===== config.mk =====
export PLATFORM = sky130hd
export DESIGN_NAME = ema_threshold_running_hour_meter
export DESIGN_NICKNAME = d
export VERILOG_FILES = /design/src/rtl/ethm_pkg.sv /design/src/rtl/ethm_core.sv /design/src/rtl/ethm_serializer.sv /design/src/rtl/ema_threshold_running_hour_meter.sv
export SDC_FILE = /design/constraint.sdc
export NUM_CORES = 1
export LEC_CHECK = 0
export ABC_CLOCK_PERIOD_IN_PS = 16360
export BUFFER_PORTS_ARGS = -buffer_cell sky130_fd_sc_hd__buf_4
export CAP_MARGIN = 10
export CORE_MARGIN = 2
export CORE_UTILIZATION = 40
export DETAILED_ROUTE_END_ITERATION = 8
export GPL_ROUTABILITY_DRIVEN = 0
export HOLD_SLACK_MARGIN = 0.15
export PLACE_DENSITY = 0.56
export SYNTH_ARGS = -nofsm -noshare
export SYNTH_HDL_FRONTEND = slang
export SYNTH_SLANG_ARGS = --single-unit
export TNS_END_PERCENT = 10

===== constraint.sdc =====
create_clock -name clk -period 16.36 [get_ports clk]
set_clock_uncertainty 0.15 [all_clocks]
set_input_delay 0.818 -clock clk [delete_from_list [all_inputs] [get_ports clk]]
set_output_delay 0.818 -clock clk [all_outputs]
set_load 0.02 [all_outputs]

===== src/rtl/ethm_pkg.sv =====
`timescale 1ns / 1ps

package ethm_pkg;

    // Field widths fixed by the interface.
    localparam int LEVEL_W  = 16;
    localparam int TOTAL_W  = 32;
    localparam int ALPHA_W  = 9;
    localparam int PERIOD_W = 8;
    localparam int COUNT_W  = 9;
    localparam int ADDR_W   = 10;
    localparam int BYTE_W   = 8;
    localparam int CFG_W    = 16;
    localparam int BEAT_W   = 2;

    // Weight that takes the new sample whole.
    localparam logic [ALPHA_W-1:0]  ALPHA_ONE        = 9'd256;
    // Threshold code that selects digital mode.
    localparam logic [LEVEL_W-1:0]  DIGITAL_MODE     = 16'd1;
    // An erased store reads back as all ones.
    localparam logic [TOTAL_W-1:0]  ERASED_WORD      = 32'hFFFF_FFFF;
    // Seconds added per running tick.
    localparam logic [7:0]          SECONDS_PER_TICK = 8'd2;
    // Index of the final byte beat of a save.
    localparam logic [BEAT_W-1:0]   LAST_BYTE        = 2'd3;

    typedef enum logic [1:0] {
        CFG_ALPHA     = 2'd0,
        CFG_THRESHOLD = 2'd1,
        CFG_PERIOD    = 2'd2,
        CFG_BASE      = 2'd3
    } ethm_cfg_idx_t;

    typedef enum logic {
        REQ_SAMPLE  = 1'b0,
        REQ_RESTORE = 1'b1
    } ethm_req_t;

    typedef struct packed {
        logic [ALPHA_W-1:0]  alpha;
        logic [LEVEL_W-1:0]  threshold;
        logic [PERIOD_W-1:0] period;
        logic [ADDR_W-1:0]   base;
    } ethm_cfg_t;

    typedef struct packed {
        logic               running;
        logic [LEVEL_W-1:0] level;
        logic [TOTAL_W-1:0] total;
        logic               save;
    } ethm_result_t;

endpackage


===== src/rtl/ethm_core.sv =====
`timescale 1ns / 1ps

module ethm_core (
    input  logic                 clk,
    input  logic                 rst_n,
    input  logic                 fire,
    input  logic                 req_type,
    input  logic [15:0]          sample_level,
    input  logic [31:0]          saved_word,
    input  ethm_pkg::ethm_cfg_t  cfg,
    output ethm_pkg::ethm_result_t result
);
    import ethm_pkg::*;

    logic [LEVEL_W-1:0] average_reg, average_next;
    logic               run_reg, run_next;
    logic [TOTAL_W-1:0] total_reg, total_next;
    logic [COUNT_W-1:0] count_reg, count_next;

    logic [ALPHA_W-1:0]        alpha_sat;
    logic signed [LEVEL_W:0]   diff;
    logic signed [26:0]        prod;
    logic signed [26:0]        step;
    logic [LEVEL_W-1:0]        avg_filt;
    logic [COUNT_W-1:0]        count_sum;
    logic                      save;

    // Moving average written as avg + floor(a * (x - avg) / 256), one multiplier.
    always_comb
    begin
        alpha_sat = (cfg.alpha > ALPHA_ONE) ? ALPHA_ONE : cfg.alpha;
        diff      = $signed({1'b0, sample_level}) - $signed({1'b0, average_reg});
        prod      = $signed({1'b0, alpha_sat}) * diff;
        step      = prod >>> 8;
        avg_filt  = average_reg + step[LEVEL_W-1:0];
    end

    // State update for one item.
    always_comb
    begin
        average_next = average_reg;
        run_next     = run_reg;
        total_next   = total_reg;
        count_next   = count_reg;
        count_sum    = count_reg + COUNT_W'(SECONDS_PER_TICK);
        save         = 1'b0;
        if (ethm_req_t'(req_type) == REQ_RESTORE)
        begin
            total_next   = (saved_word == ERASED_WORD) ? '0 : saved_word;
            average_next = '0;
            run_next     = 1'b0;
            count_next   = '0;
        end
        else
        begin
            average_next = (cfg.threshold == DIGITAL_MODE) ? sample_level : avg_filt;
            run_next     = (average_next >= cfg.threshold);
            if (run_next)
            begin
                total_next = total_reg + TOTAL_W'(SECONDS_PER_TICK);
                if (count_sum >= {1'b0, cfg.period})
                begin
                    save       = 1'b1;
                    count_next = '0;
                end
                else
                begin
                    count_next = count_sum;
                end
            end
        end
    end

    // Result set handed to the output stage.
    always_comb
    begin
        result.running = run_next;
        result.level   = average_next;
        result.total   = total_next;
        result.save    = save;
    end

    // State registers.
    always_ff @(posedge clk or negedge rst_n)
    begin
        if (!rst_n)
        begin
            average_reg <= '0;
            run_reg     <= 1'b0;
            total_reg   <= '0;
            count_reg   <= '0;
        end
        else if (fire)
        begin
            average_reg <= average_next;
            run_reg     <= run_next;
            total_reg   <= total_next;
            count_reg   <= count_next;
        end
    end

endmodule


===== src/rtl/ethm_serializer.sv =====
`timescale 1ns / 1ps

module ethm_serializer (
    input  logic                   clk,
    input  logic                   rst_n,
    input  logic                   load,
    input  ethm_pkg::ethm_result_t result,
    input  logic [9:0]             base,
    output logic                   can_load,
    output logic                   out_valid,
    input  logic                   out_ready,
    output logic                   running,
    output logic [15:0]            smoothed_level,
    output logic [31:0]            total_seconds,
    output logic                   store_write,
    output logic [9:0]             store_address,
    output logic [7:0]             store_byte,
    output logic                   last
);
    import ethm_pkg::*;

    logic                valid_reg, valid_next;
    logic [BEAT_W-1:0]   beat_reg, beat_next;
    ethm_result_t        res_reg;
    logic [ADDR_W-1:0]   base_reg;
    logic                beat_done;
    logic [TOTAL_W-1:0]  shifted;

    // Beat fields: a save spreads over four byte beats, anything else is one beat.
    always_comb
    begin
        shifted        = res_reg.total >> {beat_reg, 3'b000};
        out_valid      = valid_reg;
        running        = res_reg.running;
        smoothed_level = res_reg.level;
        total_seconds  = res_reg.total;
        store_write    = res_reg.save;
        store_address  = res_reg.save ? base_reg + ADDR_W'(beat_reg) : '0;
        store_byte     = res_reg.save ? shifted[BYTE_W-1:0] : '0;
        last           = !res_reg.save || (beat_reg == LAST_BYTE);
    end

    // A new result set may enter when the stage is empty or its final beat leaves.
    always_comb
    begin
        beat_done  = valid_reg && out_ready;
        can_load   = !valid_reg || (beat_done && last);
        valid_next = valid_reg;
        beat_next  = beat_reg;
        if (load)
        begin
            valid_next = 1'b1;
            beat_next  = '0;
        end
        else if (beat_done)
        begin
            if (last)
            begin
                valid_next = 1'b0;
            end
            else
            begin
                beat_next = beat_reg + BEAT_W'(1);
            end
        end
    end

    always_ff @(posedge clk or negedge rst_n)
    begin
        if (!rst_n)
        begin
            valid_reg <= 1'b0;
            beat_reg  <= '0;
        end
        else
        begin
            valid_reg <= valid_next;
            beat_reg  <= beat_next;
        end
    end

    // Payload of the result set.
    always_ff @(posedge clk)
    begin
        if (load)
        begin
            res_reg  <= result;
            base_reg <= base;
        end
    end

endmodule


===== src/rtl/ema_threshold_running_hour_meter.sv =====
`timescale 1ns / 1ps
// An item is registered in the input register on acceptance, passes the combinational
// core when the output stage can take it, and is registered there as its first beat.
// Throughput: one item per cycle while each item gives one beat and out_ready stays high;
// a save gives four byte beats, and the next item waits until the last of them leaves.
// Reset (rst_n low, asynchronous) clears the state, the pipeline valids and loads
// the register defaults 64, 30, 60 and 0.

module ema_threshold_running_hour_meter (
    input  logic        clk,
    input  logic        rst_n,
    input  logic        cfg_write,
    input  logic [1:0]  cfg_index,
    input  logic [15:0] cfg_data,
    input  logic        in_valid,
    output logic        in_ready,
    input  logic        req_type,
    input  logic [15:0] sample_level,
    input  logic [31:0] saved_word,
    output logic        out_valid,
    input  logic        out_ready,
    output logic        running,
    output logic [15:0] smoothed_level,
    output logic [31:0] total_seconds,
    output logic        store_write,
    output logic [9:0]  store_address,
    output logic [7:0]  store_byte,
    output logic        last
);
    import ethm_pkg::*;

    ethm_cfg_t          cfg_reg;
    logic               in_valid_reg, in_valid_next;
    logic               req_reg;
    logic [LEVEL_W-1:0] level_reg;
    logic [TOTAL_W-1:0] word_reg;
    logic               can_load;
    logic               fire;
    logic               in_accept;
    ethm_result_t       result;

    // Configuration registers.
    always_ff @(posedge clk or negedge rst_n)
    begin
        if (!rst_n)
        begin
            cfg_reg.alpha     <= 9'd64;
            cfg_reg.threshold <= 16'd30;
            cfg_reg.period    <= 8'd60;
            cfg_reg.base      <= '0;
        end
        else if (cfg_write)
        begin
            case (ethm_cfg_idx_t'(cfg_index))
                CFG_ALPHA:     cfg_reg.alpha     <= cfg_data[ALPHA_W-1:0];
                CFG_THRESHOLD: cfg_reg.threshold <= cfg_data[LEVEL_W-1:0];
                CFG_PERIOD:    cfg_reg.period    <= cfg_data[PERIOD_W-1:0];
                CFG_BASE:      cfg_reg.base      <= cfg_data[ADDR_W-1:0];
                default:       cfg_reg           <= cfg_reg;
            endcase
        end
    end

    // Input register: refilled in the same cycle that its item moves on.
    always_comb
    begin
        fire          = in_valid_reg && can_load;
        in_ready      = !in_valid_reg || fire;
        in_accept     = in_valid && in_ready;
        in_valid_next = in_accept ? 1'b1 : (fire ? 1'b0 : in_valid_reg);
    end

    always_ff @(posedge clk or negedge rst_n)
    begin
        if (!rst_n)
        begin
            in_valid_reg <= 1'b0;
        end
        else
        begin
            in_valid_reg <= in_valid_next;
        end
    end

    always_ff @(posedge clk)
    begin
        if (in_accept)
        begin
            req_reg   <= req_type;
            level_reg <= sample_level;
            word_reg  <= saved_word;
        end
    end

    ethm_core u_core (
        .clk          (clk),
        .rst_n        (rst_n),
        .fire         (fire),
        .req_type     (req_reg),
        .sample_level (level_reg),
        .saved_word   (word_reg),
        .cfg          (cfg_reg),
        .result       (result)
    );

    ethm_serializer u_serializer (
        .clk            (clk),
        .rst_n          (rst_n),
        .load           (fire),
        .result         (result),
        .base           (cfg_reg.base),
        .can_load       (can_load),
        .out_valid      (out_valid),
        .out_ready      (out_ready),
        .running        (running),
        .smoothed_level (smoothed_level),
        .total_seconds  (total_seconds),
        .store_write    (store_write),
        .store_address  (store_address),
        .store_byte     (store_byte),
        .last           (last)
    );

    // A processed item always shows up as a beat in the next cycle.
    a_fire_to_out: assert property (@(posedge clk) disable iff (!rst_n)
        fire |=> out_valid)
        else $error("processed item did not reach the output stage");

    // A restore leaves the meter stopped with a cleared average.
    a_restore_clears: assert property (@(posedge clk) disable iff (!rst_n)
        fire && (req_reg == REQ_RESTORE) |=> !running && (smoothed_level == '0) && last)
        else $error("restore result is not a cleared single beat");

    // The final byte of a save carries the top byte of the total.
    a_last_byte: assert property (@(posedge clk) disable iff (!rst_n)
        out_valid && store_write && last |-> store_byte == total_seconds[31:24])
        else $error("final save byte is not the top byte of the total");

    // The input register is never overwritten while it still holds an item.
    a_no_overwrite: assert property (@(posedge clk) disable iff (!rst_n)
        in_valid_reg && !fire |-> !in_ready)
        else $error("input register overwritten");

endmodule

==> impl_metrics.json <==
{
  "grtUsageTotal_pct": 20.21,
  "cp.arrival_ns": 11.82,
  "die_area_mm2": 0.04239,
  "antenna_left": 0,
  "fin_crit_ns": 11.74,
  "fin_crit_sh_pct": 71.79,
  "viasPerCell": 5.234,
  "syn_area_per_cell_um2": 10.19,
  "synthFlopType": "edfxtp_1",
  "wl_per_cell_um": 18.30,
  "fillers": 3802,
  "synth_seq_cells": 212,
  "clkTransAtPathRegs_ns": 0.06,
  "drtPass1Iterations": 6,
  "cp_data_required_time_ns": 16.43,
  "clockBufferDepth": 3,
  "setup_viol": 0,
  "drive_gt1_share_pct": 15.61,
  "worst-r2r-cell-count": 47,
  "fp.dieH_um": 205.9,
  "grt_max_degree": 98,
  "synthDistinctLibCells": 68,
  "worstSetupStartpointType": "flip-flop",
  "finalSetupTns_ns": 0,
  "start_util_pct": 40.75,
  "cap_violations": 0,
  "fp-row-count": 73,
  "largest_reg_flops": 43,
  "multiInputGateArea_mm2": 0.009522,
  "clkSinkCount": 212,
  "post-synth-top-count-cell": "inv_1",
  "synth_top_cells_by_area": "edfxtp_1, fa_1, dfrtp_1",
  "r2r_slack_ns": 4.62,
  "hold_viol_final": 0,
  "clk_latency_ns": 0.51,
  "insertedDiodeCount": 0,
  "synth_cells": 1600,
  "syn2layout_area_growth_pct": 14.54,
  "synth_top_area_share_pct": 20.08,
  "critPathSlowestCell": "nor4_1",
  "synth_seq_area_share_pct": 35.96,
  "grt_pass1_vias": 12030,
  "cts_buffers": 22,
  "grt_setup_unrepaired": "false",
  "setup.worst_path.class": "flip-flop to flip-flop",
  "postCtsResizedCells": 0,
  "worstPathMaxFanout": 9,
  "numPortBuffers": 142,
  "status": "finished, final reports clean",
  "io_pins": 143,
  "synth_top_cell_by_area": "edfxtp_1",
  "hold_path_class": "flip-flop to flip-flop",
  "clock-root-buffer": "clkbuf_16",
  "worst_pin_slew_ns": 1.097,
  "grt_pass1_wl_um": 66700,
  "grt_overflow": 0,
  "syn_nets": 1902,
  "wirelength_um": 41610,
  "ctsHoldBuffers": 1,
  "netlist_top_cells_count": "inv_1, nand2_1, fa_1",
  "final_nets": 2035,
  "critical_path.endpoint_type": "flip-flop",
  "fmax_mhz": 85.15,
  "h-tree-depth": 1,
  "seq_area_mm2": 0.005862,
  "slew_violations": 0,
  "hpwl_um": 31590,
  "critical-path-max-stage-delay_ns": 0.72,
  "drc": 0,
  "synth-async-reset-ratio_pct": 48.58,
  "synth_edf_count": 109,
  "maxSlewHeadroom_pct": 26.73,
  "antenna_found_initial": 0,
  "crit_buf_inv": 3,
  "setup_slack_ns": 4.616,
  "place_ws_ns": 4.727,
  "cts_setup_buffers": 0,
  "cts_tree": "done",
  "synth_area_mm2": 0.01630,
  "synth_warnings": 0,
  "cp.depth": 47,
  "holdPathStages": 0,
  "die_w_um": 205.9,
  "core_area_mm2": 0.04001,
  "drt-initial-drc-count": 671,
  "path_delay_family": "adder cells",
  "num_vias": 11900
}
==> worst register-to-register path: cells and delay by family, from the launching register on <==
family / cells / cell delay [ns]
XOR/XNOR: 4 / 1.06
adder cells (fa/ha/maj): 10 / 4.11
AND/OR/NAND/NOR: 13 / 2.40
multiplexers: 1 / 0.28
buffers and inverters: 3 / 0.15
AO/OA/AOI/OAI: 16 / 2.88
flip-flops: 1 / 0.42
==> layer usage <==
layer	vias to the layer above	part of all wire [%]	track usage, %
met2	254	47	33.06
met1	5935	48	29.59
li1	5675	-	-
met3	37	4.0	2.255
met5	-	0	0
met4	0	1.3	2.985
==> placed cells by master (no fill, tap or decap), drive strengths merged, types with 34 or more instances in the layout <==
cell type | Yosys | routed
edfxtp | 109 | 109
dfrtp | 94 | 94
inv | 200 | 201
a21oi | 52 | 52
buf | 2 | 158
clkbuf | 48 | 34
mux2 | 51 | 51
ha | 111 | 111
xnor2 | 62 | 62
o21ai | 86 | 86
and2 | 59 | 59
nor2 | 111 | 111
fa | 119 | 119
nand2 | 171 | 171
==> kinds of logic (layout without fill, tap and decap cells) <==
logic type               count (synthesis)  in the layout  share of synthesized area [%]
XOR/XNOR                                90             90                          4.835
AND/OR/NAND/NOR                        493            493                          14.46
AO/OA/AOI/OAI                          242            242                          9.785
adder cells (fa/ha/maj)                230            230                          23.13
multiplexers                            82             82                          6.040
flip-flops                             212            212                          35.96
buffers and inverters                  251            400                          5.794
==> area by class of cell <==
type | count | area share [%]
clock buffer | 34 | 3.471
clock inverter | 6 | 0.1809
inverter | 201 | 4.047
multi-input combinational | 1137 | 50.99
sequential | 212 | 31.39
tap | 525 | 3.518
timing repair buffer | 159 | 6.405
==> through the flow <==
step	hold WS (ns)	instances	util (%)	area, um^2
after floorplan	0.2694	1600	-	16300
after global placement	0.2750	2233	44.95	17980
after detailed placement	0.2751	2233	44.95	17980
after CTS	0.2897	2274	46.68	18670
after global routing	0.3103	2274	46.68	18670
final	0.2886	2274	46.68	18670
==> final timing paths <==
kind | to | start
worst max-delay path | u_serializer.total_seconds[28] | u_core.average_reg[0]
worst min-delay path | u_serializer.base_reg[3] | cfg_reg[3]
worst max register to register | u_serializer.total_seconds[28] | u_core.average_reg[0]
worst min register to register | u_serializer.base_reg[3] | cfg_reg[3]
max in group asynchronous | cfg_reg[5] | rst_n
min in group asynchronous | u_core.average_reg[15] | rst_n
Power is left out: the tool's default activity adds up to more than one toggle a clock period on the data nets, which glitch-free logic cannot reach.
